--- config.mk ---
export PLATFORM = sky130hd
export DESIGN_NAME = kmeans_bound_update_unit_flat
export DESIGN_NICKNAME = d
export VERILOG_FILES = /design/src/kbu_pkg.sv /design/src/kbu_in_if.sv /design/src/kbu_out_if.sv /design/src/kmeans_bound_update_unit.sv /design/src/kbu_ram.sv /design/src/kbu_front.sv /design/src/kbu_back.sv /design/src/flat_wrapper.sv
export VERILOG_INCLUDE_DIRS = /design/src /design/src/src
export SDC_FILE = /design/constraint.sdc
export NUM_CORES = 1
export LEC_CHECK = 0
export BUFFER_PORTS_ARGS = -buffer_cell sky130_fd_sc_hd__buf_2
export CORE_UTILIZATION = 38
export DETAILED_ROUTE_END_ITERATION = 8
export GPL_TIMING_DRIVEN = 0
export PLACE_DENSITY = 0.63
export SYNTH_ARGS = -nofsm -noshare
export SYNTH_HDL_FRONTEND = slang
export SYNTH_SLANG_ARGS = --single-unit
--- constraint.sdc ---
create_clock -name clk -period 11.8 [get_ports clk]
set_clock_uncertainty 0.1 [all_clocks]
set_input_delay 1.18 -clock clk [delete_from_list [all_inputs] [get_ports clk]]
set_output_delay 1.18 -clock clk [all_outputs]
set_load 0.02 [all_outputs]
--- src/kmeans_bound_update_unit_defines.svh ---
// Assertion macros shared by the bound update unit RTL.
// Included by the modules that carry concurrent assertions; no other dependencies.
`ifndef KMEANS_BOUND_UPDATE_UNIT_DEFINES_SVH
`define KMEANS_BOUND_UPDATE_UNIT_DEFINES_SVH

// Same-cycle implication, disabled while reset is asserted.
`define KBU_ASSERT_IMPL(label, clk, rst_n, ante, cons) \
	label: assert property (@(posedge clk) disable iff (!(rst_n)) (ante) |-> (cons)) \
		else $error("kbu assertion failed");

// Next-cycle implication, disabled while reset is asserted.
`define KBU_ASSERT_NEXT(label, clk, rst_n, ante, cons) \
	label: assert property (@(posedge clk) disable iff (!(rst_n)) (ante) |=> (cons)) \
		else $error("kbu assertion failed");

`endif

--- src/kbu_pkg.sv ---
// Shared constants and types for the k-means bound update unit.
// No dependencies; used by the interfaces and by all modules except kbu_ram.
package kbu_pkg;

	localparam int FIELD_W          = 32;
	localparam int IDX_W_IN         = 4;
	localparam int NCL_W            = 5;
	localparam int MAX_CLUSTERS_DEF = 16;
	localparam int VALUE_WIDTH_DEF  = 32;
	localparam int QUEUE_DEPTH      = 2;

	localparam logic [NCL_W-1:0] NUM_CLUSTERS_RST = 5'd16;

	localparam logic OP_LOAD   = 1'b0;
	localparam logic OP_UPDATE = 1'b1;

	// What the front end decided about a queued transaction.
	typedef enum logic [1:0] {
		CMD_LOAD   = 2'd0,
		CMD_UPDATE = 2'd1,
		CMD_REJECT = 2'd2
	} kbu_kind_t;

	typedef struct packed {
		kbu_kind_t             kind;
		logic [IDX_W_IN-1:0]   idx;
	} kbu_ctl_t;

endpackage

--- src/kbu_in_if.sv ---
// Input channel of the bound update unit: valid/ready plus one item.
// Depends on kbu_pkg for field widths.
interface kbu_in_if;
	import kbu_pkg::*;

	logic                valid;
	logic                ready;
	logic                operation;
	logic [IDX_W_IN-1:0] cluster_index;
	logic [FIELD_W-1:0]  moved_distance;
	logic [FIELD_W-1:0]  upper_bound;
	logic [FIELD_W-1:0]  lower_bound;

	modport source (
		output valid, operation, cluster_index, moved_distance, upper_bound, lower_bound,
		input  ready
	);

	modport sink (
		input  valid, operation, cluster_index, moved_distance, upper_bound, lower_bound,
		output ready
	);
endinterface

--- src/kbu_out_if.sv ---
// Result channel of the bound update unit: valid/ready plus updated bounds.
// Depends on kbu_pkg for field widths.
interface kbu_out_if;
	import kbu_pkg::*;

	logic               valid;
	logic               ready;
	logic [FIELD_W-1:0] new_upper;
	logic [FIELD_W-1:0] new_lower;
	logic               label_error;

	modport source (
		output valid, new_upper, new_lower, label_error,
		input  ready
	);

	modport sink (
		input  valid, new_upper, new_lower, label_error,
		output ready
	);
endinterface

--- src/kmeans_bound_update_unit.sv ---
// Top level of the k-means bound update unit: front end, back end and their queue link.
// Depends on kbu_pkg, kbu_in_if, kbu_out_if, kbu_front and kbu_back.
//
// Load transactions (operation 0) write one cluster's center movement into the table and
// update the running largest and second-largest movement; a load at cluster zero restarts
// that tracking. Point transactions (operation 1) return the upper bound plus the point's own
// cluster movement, saturated, and the absolute difference between the lower bound and the
// largest movement of any other cluster; a label at or above num_clusters returns the bounds
// unchanged with label_error set. The unit takes one transaction per clock when the result
// side keeps up: loads retire in the cycle they leave the two-entry command queue, and a point
// is registered in the read stage, which uses the single read port of the movement table and
// its registered read, then in the output register. Write num_clusters (cfg_we/cfg_wdata)
// only while the unit is idle.
module kmeans_bound_update_unit #(
	parameter int MAX_CLUSTERS = kbu_pkg::MAX_CLUSTERS_DEF,
	parameter int VALUE_WIDTH  = kbu_pkg::VALUE_WIDTH_DEF
) (
	input  logic                      clk,
	input  logic                      arst_n,
	kbu_in_if.sink                    cmd,
	kbu_out_if.source                 res,
	input  logic                      cfg_we,
	input  logic [kbu_pkg::NCL_W-1:0] cfg_wdata
);
	import kbu_pkg::*;

	logic                   q_valid;
	logic                   q_ready;
	kbu_ctl_t               q_ctl;
	logic [VALUE_WIDTH-1:0] q_moved;
	logic [VALUE_WIDTH-1:0] q_upper;
	logic [VALUE_WIDTH-1:0] q_lower;

	kbu_front #(
		.MAX_CLUSTERS (MAX_CLUSTERS),
		.VALUE_WIDTH  (VALUE_WIDTH)
	) u_front (
		.clk       (clk),
		.arst_n    (arst_n),
		.cmd       (cmd),
		.cfg_we    (cfg_we),
		.cfg_wdata (cfg_wdata),
		.q_valid   (q_valid),
		.q_ready   (q_ready),
		.q_ctl     (q_ctl),
		.q_moved   (q_moved),
		.q_upper   (q_upper),
		.q_lower   (q_lower)
	);

	kbu_back #(
		.MAX_CLUSTERS (MAX_CLUSTERS),
		.VALUE_WIDTH  (VALUE_WIDTH)
	) u_back (
		.clk     (clk),
		.arst_n  (arst_n),
		.q_valid (q_valid),
		.q_ready (q_ready),
		.q_ctl   (q_ctl),
		.q_moved (q_moved),
		.q_upper (q_upper),
		.q_lower (q_lower),
		.res     (res)
	);
endmodule

--- src/kbu_ram.sv ---
// Generic single-write, single-read RAM with a registered read port.
// No dependencies.
module kbu_ram #(
	parameter int WIDTH = 32,
	parameter int DEPTH = 16,
	parameter int ADDR_W = (DEPTH > 1) ? $clog2(DEPTH) : 1
) (
	input  logic              clk,
	input  logic              we,
	input  logic [ADDR_W-1:0] waddr,
	input  logic [WIDTH-1:0]  wdata,
	input  logic              re,
	input  logic [ADDR_W-1:0] raddr,
	output logic [WIDTH-1:0]  rdata
);
	logic [WIDTH-1:0] mem_q [DEPTH];

	always_ff @(posedge clk) begin
		if (we) begin
			mem_q[waddr] <= wdata;
		end
		if (re) begin
			rdata <= mem_q[raddr];
		end
	end
endmodule

--- src/kbu_front.sv ---
// Front end: cluster count register, item classification and the command queue.
// Depends on kbu_pkg, kbu_in_if and the assertion macro header.
`include "kmeans_bound_update_unit_defines.svh"

module kbu_front #(
	parameter int MAX_CLUSTERS = kbu_pkg::MAX_CLUSTERS_DEF,
	parameter int VALUE_WIDTH  = kbu_pkg::VALUE_WIDTH_DEF
) (
	input  logic                        clk,
	input  logic                        arst_n,
	kbu_in_if.sink                      cmd,
	input  logic                        cfg_we,
	input  logic [kbu_pkg::NCL_W-1:0]   cfg_wdata,
	output logic                        q_valid,
	input  logic                        q_ready,
	output kbu_pkg::kbu_ctl_t           q_ctl,
	output logic [VALUE_WIDTH-1:0]      q_moved,
	output logic [VALUE_WIDTH-1:0]      q_upper,
	output logic [VALUE_WIDTH-1:0]      q_lower
);
	import kbu_pkg::*;

	localparam int QCNT_W = $clog2(QUEUE_DEPTH + 1);
	localparam int QPTR_W = (QUEUE_DEPTH > 1) ? $clog2(QUEUE_DEPTH) : 1;

	logic [NCL_W-1:0]  num_clusters_q;
	logic [QCNT_W-1:0] cnt_q;
	logic [QPTR_W-1:0] wr_ptr_q;
	logic [QPTR_W-1:0] rd_ptr_q;

	kbu_ctl_t               ctl_q   [QUEUE_DEPTH];
	logic [VALUE_WIDTH-1:0] moved_q [QUEUE_DEPTH];
	logic [VALUE_WIDTH-1:0] upper_q [QUEUE_DEPTH];
	logic [VALUE_WIDTH-1:0] lower_q [QUEUE_DEPTH];

	logic     idx_ok;
	logic     keep;
	logic     push;
	logic     pop;
	kbu_ctl_t ctl_in;

	always_ff @(posedge clk or negedge arst_n) begin
		if (!arst_n) begin
			num_clusters_q <= NUM_CLUSTERS_RST;
		end else if (cfg_we) begin
			num_clusters_q <= cfg_wdata;
		end
	end

	// A label must be below both the programmed count and the table depth.
	always_comb begin
		idx_ok = (NCL_W'(cmd.cluster_index) < num_clusters_q)
			&& (int'(cmd.cluster_index) < MAX_CLUSTERS);
		ctl_in.idx = cmd.cluster_index;
		if (cmd.operation == OP_LOAD) begin
			ctl_in.kind = CMD_LOAD;
		end else if (idx_ok) begin
			ctl_in.kind = CMD_UPDATE;
		end else begin
			ctl_in.kind = CMD_REJECT;
		end
		// Loads outside the valid range are accepted and dropped here.
		keep = (cmd.operation == OP_UPDATE) || idx_ok;
	end

	assign cmd.ready = (cnt_q != QCNT_W'(QUEUE_DEPTH));
	assign push      = cmd.valid && cmd.ready && keep;
	assign pop       = q_valid && q_ready;
	assign q_valid   = (cnt_q != '0);

	always_ff @(posedge clk or negedge arst_n) begin
		if (!arst_n) begin
			cnt_q    <= '0;
			wr_ptr_q <= '0;
			rd_ptr_q <= '0;
		end else begin
			if (push) begin
				wr_ptr_q <= (wr_ptr_q == QPTR_W'(QUEUE_DEPTH - 1)) ? '0 : wr_ptr_q + 1'b1;
			end
			if (pop) begin
				rd_ptr_q <= (rd_ptr_q == QPTR_W'(QUEUE_DEPTH - 1)) ? '0 : rd_ptr_q + 1'b1;
			end
			if (push && !pop) begin
				cnt_q <= cnt_q + 1'b1;
			end else if (pop && !push) begin
				cnt_q <= cnt_q - 1'b1;
			end
		end
	end

	always_ff @(posedge clk) begin
		if (push) begin
			ctl_q[wr_ptr_q]   <= ctl_in;
			moved_q[wr_ptr_q] <= VALUE_WIDTH'(cmd.moved_distance);
			upper_q[wr_ptr_q] <= VALUE_WIDTH'(cmd.upper_bound);
			lower_q[wr_ptr_q] <= VALUE_WIDTH'(cmd.lower_bound);
		end
	end

	assign q_ctl   = ctl_q[rd_ptr_q];
	assign q_moved = moved_q[rd_ptr_q];
	assign q_upper = upper_q[rd_ptr_q];
	assign q_lower = lower_q[rd_ptr_q];

	`KBU_ASSERT_IMPL(a_queue_bound, clk, arst_n, 1'b1, cnt_q <= QCNT_W'(QUEUE_DEPTH))
	`KBU_ASSERT_NEXT(a_queue_fill, clk, arst_n, push && !pop, cnt_q == $past(cnt_q) + 1'b1)
endmodule

--- src/kbu_back.sv ---
// Back end: movement table, running largest/second-largest tracking and bound math.
// Depends on kbu_pkg, kbu_out_if, kbu_ram and the assertion macro header.
`include "kmeans_bound_update_unit_defines.svh"

module kbu_back #(
	parameter int MAX_CLUSTERS = kbu_pkg::MAX_CLUSTERS_DEF,
	parameter int VALUE_WIDTH  = kbu_pkg::VALUE_WIDTH_DEF
) (
	input  logic                   clk,
	input  logic                   arst_n,
	input  logic                   q_valid,
	output logic                   q_ready,
	input  kbu_pkg::kbu_ctl_t      q_ctl,
	input  logic [VALUE_WIDTH-1:0] q_moved,
	input  logic [VALUE_WIDTH-1:0] q_upper,
	input  logic [VALUE_WIDTH-1:0] q_lower,
	kbu_out_if.source              res
);
	import kbu_pkg::*;

	localparam int ADDR_W = (MAX_CLUSTERS > 1) ? $clog2(MAX_CLUSTERS) : 1;

	logic [VALUE_WIDTH-1:0] largest_q;
	logic [VALUE_WIDTH-1:0] second_q;
	logic [IDX_W_IN-1:0]    largest_idx_q;

	logic                   valid_s1;
	logic                   err_s1;
	logic [VALUE_WIDTH-1:0] upper_s1;
	logic [VALUE_WIDTH-1:0] lower_s1;
	logic [VALUE_WIDTH-1:0] sub_s1;

	logic                   res_valid_q;
	logic [FIELD_W-1:0]     new_upper_q;
	logic [FIELD_W-1:0]     new_lower_q;
	logic                   label_error_q;

	logic                   is_load;
	logic                   do_load;
	logic                   do_point;
	logic                   s1_free;
	logic                   s2_adv;
	logic [ADDR_W-1:0]      addr;
	logic [VALUE_WIDTH-1:0] own_move;
	logic [VALUE_WIDTH-1:0] base_l;
	logic [VALUE_WIDTH-1:0] base_s;
	logic [VALUE_WIDTH-1:0] next_l;
	logic [VALUE_WIDTH-1:0] next_s;
	logic [IDX_W_IN-1:0]    next_idx;
	logic [VALUE_WIDTH-1:0] sub_move;
	logic [VALUE_WIDTH:0]   sum;
	logic [VALUE_WIDTH-1:0] nu;
	logic [VALUE_WIDTH-1:0] nl;

	assign is_load  = (q_ctl.kind == CMD_LOAD);
	assign s2_adv   = valid_s1 && (!res_valid_q || res.ready);
	assign s1_free  = !valid_s1 || s2_adv;
	// Loads are always accepted from the queue; point transactions wait for room in the read stage.
	assign q_ready  = is_load || s1_free;
	assign do_load  = q_valid && is_load;
	assign do_point = q_valid && !is_load && s1_free;
	assign addr     = ADDR_W'(q_ctl.idx);

	kbu_ram #(
		.WIDTH (VALUE_WIDTH),
		.DEPTH (MAX_CLUSTERS)
	) u_table (
		.clk   (clk),
		.we    (do_load),
		.waddr (addr),
		.wdata (q_moved),
		.re    (do_point && (q_ctl.kind == CMD_UPDATE)),
		.raddr (addr),
		.rdata (own_move)
	);

	// A load at cluster zero starts a fresh pass, so the tracking restarts from zero.
	always_comb begin
		if (q_ctl.idx == '0) begin
			base_l   = '0;
			base_s   = '0;
			next_idx = '0;
		end else begin
			base_l   = largest_q;
			base_s   = second_q;
			next_idx = largest_idx_q;
		end
		next_l = base_l;
		next_s = base_s;
		if (base_l <= q_moved) begin
			next_s   = base_l;
			next_l   = q_moved;
			next_idx = q_ctl.idx;
		end else if (base_s <= q_moved) begin
			next_s = q_moved;
		end
		sub_move = (q_ctl.idx == largest_idx_q) ? second_q : largest_q;
	end

	always_ff @(posedge clk or negedge arst_n) begin
		if (!arst_n) begin
			largest_q     <= '0;
			second_q      <= '0;
			largest_idx_q <= '0;
		end else if (do_load) begin
			largest_q     <= next_l;
			second_q      <= next_s;
			largest_idx_q <= next_idx;
		end
	end

	always_ff @(posedge clk or negedge arst_n) begin
		if (!arst_n) begin
			valid_s1 <= 1'b0;
		end else if (s1_free) begin
			valid_s1 <= do_point;
		end
	end

	always_ff @(posedge clk) begin
		if (do_point) begin
			err_s1   <= (q_ctl.kind == CMD_REJECT);
			upper_s1 <= q_upper;
			lower_s1 <= q_lower;
			sub_s1   <= sub_move;
		end
	end

	always_comb begin
		sum = {1'b0, upper_s1} + {1'b0, own_move};
		if (err_s1) begin
			nu = upper_s1;
			nl = lower_s1;
		end else begin
			nu = sum[VALUE_WIDTH] ? '1 : sum[VALUE_WIDTH-1:0];
			nl = (lower_s1 >= sub_s1) ? lower_s1 - sub_s1 : sub_s1 - lower_s1;
		end
	end

	always_ff @(posedge clk or negedge arst_n) begin
		if (!arst_n) begin
			res_valid_q <= 1'b0;
		end else if (s2_adv) begin
			res_valid_q <= 1'b1;
		end else if (res.ready) begin
			res_valid_q <= 1'b0;
		end
	end

	always_ff @(posedge clk) begin
		if (s2_adv) begin
			new_upper_q   <= FIELD_W'(nu);
			new_lower_q   <= FIELD_W'(nl);
			label_error_q <= err_s1;
		end
	end

	assign res.valid       = res_valid_q;
	assign res.new_upper   = new_upper_q;
	assign res.new_lower   = new_lower_q;
	assign res.label_error = label_error_q;

	`KBU_ASSERT_IMPL(a_track_order, clk, arst_n, 1'b1, second_q <= largest_q)
	`KBU_ASSERT_NEXT(a_s1_hold, clk, arst_n, valid_s1 && res_valid_q && !res.ready, valid_s1 && $stable(upper_s1) && $stable(sub_s1))
endmodule
--- src/flat_wrapper.sv ---
// flat-port wrapper written by rule: the top's interface ports become plain ports
module kmeans_bound_update_unit_flat import kbu_pkg::*;
#(
	parameter int MAX_CLUSTERS = kbu_pkg::MAX_CLUSTERS_DEF,
	parameter int VALUE_WIDTH  = kbu_pkg::VALUE_WIDTH_DEF
)
  (clk, arst_n, cfg_we, cfg_wdata, cmd_valid, cmd_operation, cmd_cluster_index, cmd_moved_distance, cmd_upper_bound, cmd_lower_bound, cmd_ready, res_valid, res_new_upper, res_new_lower, res_label_error, res_ready);
  kbu_in_if cmd_i ();
  kbu_out_if res_i ();
  input  logic clk;
  input  logic arst_n;
  input  logic cfg_we;
  input  logic [kbu_pkg::NCL_W-1:0] cfg_wdata;
  input wire logic [$bits(cmd_i.valid)-1:0] cmd_valid;
  input wire logic [$bits(cmd_i.operation)-1:0] cmd_operation;
  input wire logic [$bits(cmd_i.cluster_index)-1:0] cmd_cluster_index;
  input wire logic [$bits(cmd_i.moved_distance)-1:0] cmd_moved_distance;
  input wire logic [$bits(cmd_i.upper_bound)-1:0] cmd_upper_bound;
  input wire logic [$bits(cmd_i.lower_bound)-1:0] cmd_lower_bound;
  output wire logic [$bits(cmd_i.ready)-1:0] cmd_ready;
  output wire logic [$bits(res_i.valid)-1:0] res_valid;
  output wire logic [$bits(res_i.new_upper)-1:0] res_new_upper;
  output wire logic [$bits(res_i.new_lower)-1:0] res_new_lower;
  output wire logic [$bits(res_i.label_error)-1:0] res_label_error;
  input wire logic [$bits(res_i.ready)-1:0] res_ready;
  assign cmd_i.valid = cmd_valid;
  assign cmd_i.operation = cmd_operation;
  assign cmd_i.cluster_index = cmd_cluster_index;
  assign cmd_i.moved_distance = cmd_moved_distance;
  assign cmd_i.upper_bound = cmd_upper_bound;
  assign cmd_i.lower_bound = cmd_lower_bound;
  assign cmd_ready = cmd_i.ready;
  assign res_valid = res_i.valid;
  assign res_new_upper = res_i.new_upper;
  assign res_new_lower = res_i.new_lower;
  assign res_label_error = res_i.label_error;
  assign res_i.ready = res_ready;
  kmeans_bound_update_unit #(.MAX_CLUSTERS(MAX_CLUSTERS), .VALUE_WIDTH(VALUE_WIDTH)) u_core (.clk(clk), .arst_n(arst_n), .cmd(cmd_i), .res(res_i), .cfg_we(cfg_we), .cfg_wdata(cfg_wdata));
endmodule
==> summary.txt <==
Global route
  – Initial antenna violation count: 13
  – Vias in the first global route: around 27000
  – First-pass GRT wire length: approximately 170 mm
  – Aggregate global routing overflow: 0
  – Largest net degree at the start of global routing: 52
  – GRT Util Overall: between 10% and 20%

Clock network
  – Post-CTS sizing: 0
  – CTS tree: yes
  – Clock Tree Root: clkbuf_16
  – Clock net sink count: just under 1000
  – Worst-Skew Late Latency: 0.69 ns
  – Hold buffer count at cts: 0
  – Setup bufs post-CTS: 0
  – Clock transition at the registers of the reported paths: 0.06 ns
  – H-tree levels: 3
  – Clock Tree Buf Depth: 3
  – CTS buffer count: 99

Critical path
  – Critical path arrival: about 6.4 ns
  – Critical Path End Type: register
  – Slowest stage cell, crit path: mux2i_1
  – Worst endpoint required time: between 10 and 15 ns
  – Critical path's largest stage delay: 0.96 ns
  – Flop-to-flop setup slack: 5.84 ns
  – Critical path class: register to register
  – CP Launch Type: register
  – CP cell instances: buf_4, mux2i_1, nand4_1, clkbuf_1, and2_1, ha_1, nand4_1, or2_1, nor3_1, o31ai_1, a21oi_2, a2bb2oi_1, nand3_1, clkbuf_1, o221ai_1
  – Crit-path max FO: 10

Synthesis
  – Largest family of logic cells by synthesized area: multiplexers
  – Leading area contributor after synthesis: edfxtp_1
  – Mean area per synthesized cell: about 15 um2
  – Syn Std Cell Area: 44770 um2
  – Number of synthesized register bits: roughly 990
  – Post-synth net total: ~3200
  – Register area share after synthesis: about two thirds
  – Top_reg_cell synth: edfxtp_1
  – Largest cells by area after synthesis: edfxtp_1 (61%), mux4_2 (6.4%), ha_1 (4.6%), dfrtp_1 (4.4%), mux2_2 (2.7%)
  – Post-Synth Adder-Cell Area: 4.690%
  – Synth warn: 0
  – Post-Synth XOR/XNOR Area: less than 1%
  – Yosys cell types: between 100 and 150
  – EDFF count, synth: between 900 and 1000
  – Synth top area share: ~61%
  – Synth Area in Compound Gates: about a tenth
  – Mux share of post-synthesis cell area: 10.42%
  – Mapped Cells: roughly 3000
  – Simple-gate share of the synthesized area: just over 6%
  – Async SR Flop Fraction: between 7 and 8%

STA
  – Minimum clock period: around 6.0 ns
  – RSZ-0062 raised after global routing: false
  – FMAX: approximately 170 MHz
  – Setup Viol. Count Final: 0
  – Max-Slew Margin vs Limit: 15.04%
  – Period utilization: 50.48%
  – Slew Limit Fails: 0
  – Setup TNS: 0 ns
  – Worst-Margin Slew: 1.261 ns
  – Worst Setup Slack, final: 5.844 ns
  – Fin. Hold Viols: 0

Final layout
  – Layout cells sized above 1: 21.95%
  – Synth-to-Final Area Change: 14.85%
  – Design area: roughly 51000 um2
  – FILL cells: 10210
  – Core Util, Final: around 44%
  – Nets@finish: between 3000 and 4000

Detailed routing
  – Avg WL per Cell: approximately 24 um
  – Total Wirelength: 117.2 mm
  – Pre-Repair DR Iteration Count: 6
  – Number of remaining DRC errors: 0
  – Routed via count: between 20000 and 30000
  – Final antenna-violating net count: 0
  – Drt via density: between 5 and 6
  – Initial DRC Count: between 2000 and 3000

Floorplan
  – Initial Util: just under 40%
  – FP Rows: between 100 and 150
  – Die H: 345.2 um
  – Die area: about 120000 um2
  – Die Wd: roughly 350 um
  – I/O pins: 178
  – Total core area: about 120000 um2

Flow run
  – Max cap viols: 0

Place
  – GP Congestion: between 0.8 and 0.9
  – Placed wire-length estimate: 84.52 mm
  – Port Buffers: ~180
  – Pre-CTS setup slack: around 6 ns
  – Area after DPL: 48300 um2

Pwr
  – Peak supply drop: between 0.00015 and 0.0002 V
  – Final Total Pwr: between 15000 and 20000 uW
  – Power density over cell area: roughly 310 nW/um2
  – Leak: approximately 0.018 uW

Run status
  – Status: complete, no violations

Hold path
  – Hold Path Class: input pin to async pin
-- path summary, 6_finish.rpt --
kind | startpoint | end | cells past startpoint
worst max register to register | u_core.u_front.rd_ptr_q | u_core.u_back.second_q[16] | 15
worst min-delay path | arst_n | u_core.u_front.num_clusters_q[3] | 1
max in group asynchronous | arst_n | u_core.u_front.num_clusters_q[4] | 2
worst max-delay path | u_core.u_front.rd_ptr_q | u_core.u_back.second_q[16] | 15
min in group clk | u_core.u_back.err_s1 | u_core.u_back.res.label_error | 0
worst min register to register | u_core.u_back.err_s1 | u_core.u_back.res.label_error | 0
-- registers in the layout, summed over array words and instances (netlist names) --
register and cells:
u_core.u_back.u_table.mem_q 512, u_core.u_front.lower_q 64, u_core.u_front.moved_q 64, u_core.u_front.upper_q 64, u_core.u_back.largest_q 32, u_core.u_back.lower_s1 32
u_core.u_back.res.new_lower 32, u_core.u_back.res.new_upper 32, u_core.u_back.second_q 32, u_core.u_back.sub_s1 32, u_core.u_back.u_table.rdata 32, u_core.u_back.upper_s1 32
u_core.u_front.ctl_q 12, u_core.u_front.num_clusters_q 5, u_core.u_back.largest_idx_q 4, u_core.u_front.cnt_q 2, u_core.u_back.err_s1 1, u_core.u_back.res.label_error 1
u_core.u_back.res.valid 1, u_core.u_back.valid_s1 1, u_core.u_front.rd_ptr_q 1, u_core.u_front.wr_ptr_q 1
-- cell type report --
type | instances | area, um2 | area share (%)
well taps | 1524 | 1907 | 3.709
clock inverters | 60 | 541.8 | 1.054
inverters | 165 | 619.3 | 1.205
plain buffers | 134 | 671.9 | 1.307
multi-input cells | 1639 | 14290 | 27.80
diodes | 2 | 5.005 | 0.009734
repair buffers | 211 | 1506 | 2.930
flip-flops and latches | 989 | 29300 | 57.00
clock buffers | 123 | 2567 | 4.994
-- logic make-up (layout without fill, tap and decap cells) --
family,count (synthesis),count (layout)
muxes,292,292
xor gates and xnor gates,45,45
adders and majority gates,166,166
and+or+nand+nor,555,555
DFF,989,989
AOI/OAI and AO/OA,581,581
other,0,2
buffers and inverters,299,693
-- per-stage QoR --
step                      std cells  hold slack (ns)
final                          4847           0.3372
after global routing           4845           0.3521
after CTS                      4845           0.3149
after detailed placement       4662           0.3574
after global placement         4627           0.3294
after floorplan                2927           0.3244
-- critical path: cells and delay by family (launching register included) --
kind,cells,cell delay [ns]
compound gates,4,0.88
simple gates,6,1.95
flops,1,0.48
buf+inv,3,1.17
fa+ha+maj,1,0.27
mux,1,0.96
-- per-layer routing --
layer	GRT usage [%]	routed length (um)	vias to the layer above
met4	5.439	2803	10
met3	3.124	7620	178
met5	0	55	-
li1	-	-	12090
met1	27.14	51260	13570
met2	31.67	55500	941
-- cell usage in the layout (no fill, tap or decap), types with 12 or more instances in the layout --
master and count:
edfxtp_1 910, buf_2 219, nand2_1 165, inv_1 163, ha_1 163, mux4_2 128
a21oi_1 107, mux2_2 106, nor2_1 102, clkbuf_16 99, clkbuf_1 80, dfrtp_1 78
o21ai_0 76, and2_1 73, nand3_1 63, mux2i_1 56, a211oi_1 49, a21o_1 44
a31oi_1 40, a22o_1 35, a2bb2oi_1 27, o211ai_1 25, xnor2_1 24, o221ai_1 24
nand4_1 21, nor3_1 21, xor2_1 21, nor2b_1 19, buf_6 19, nand2b_1 18
clkinv_2 18, o21a_1 17, clkinv_1 16, buf_4 15, buf_12 15, buf_1 12
nor2_4 12
-- Yosys cell counts, types with 21 or more instances --
library cell  instances
and2_1               77
a31oi_1              40
mux2i_1              56
o221ai_1             24
o21ai_0              76
a21o_1               44
dfrtp_1              78
ha_1                163
nor3_1               25
o211ai_1             25
nand4_1              21
buf_2                44
nand2_1             165
nor2_1              114
nand3_1              63
a2bb2oi_1            27
edfxtp_1            910
inv_1               164
mux2_2              106
xor2_1               21
xnor2_1              24
a211oi_1             49
clkbuf_1             57
a22o_1               35
mux4_2              128
a21oi_1             107
-- where the power goes --
| part | internal [uW] | switching [uW] | leakage, uW | total, uW |
|---|---|---|---|---|
| clock | 1690 | 1360 | 0.00150 | 3050 |
| combinational | 2740 | 4690 | 0.00767 | 7430 |
| sequential | 5100 | 395 | 0.00930 | 5500 |
(Power assumes the default switching activity.)
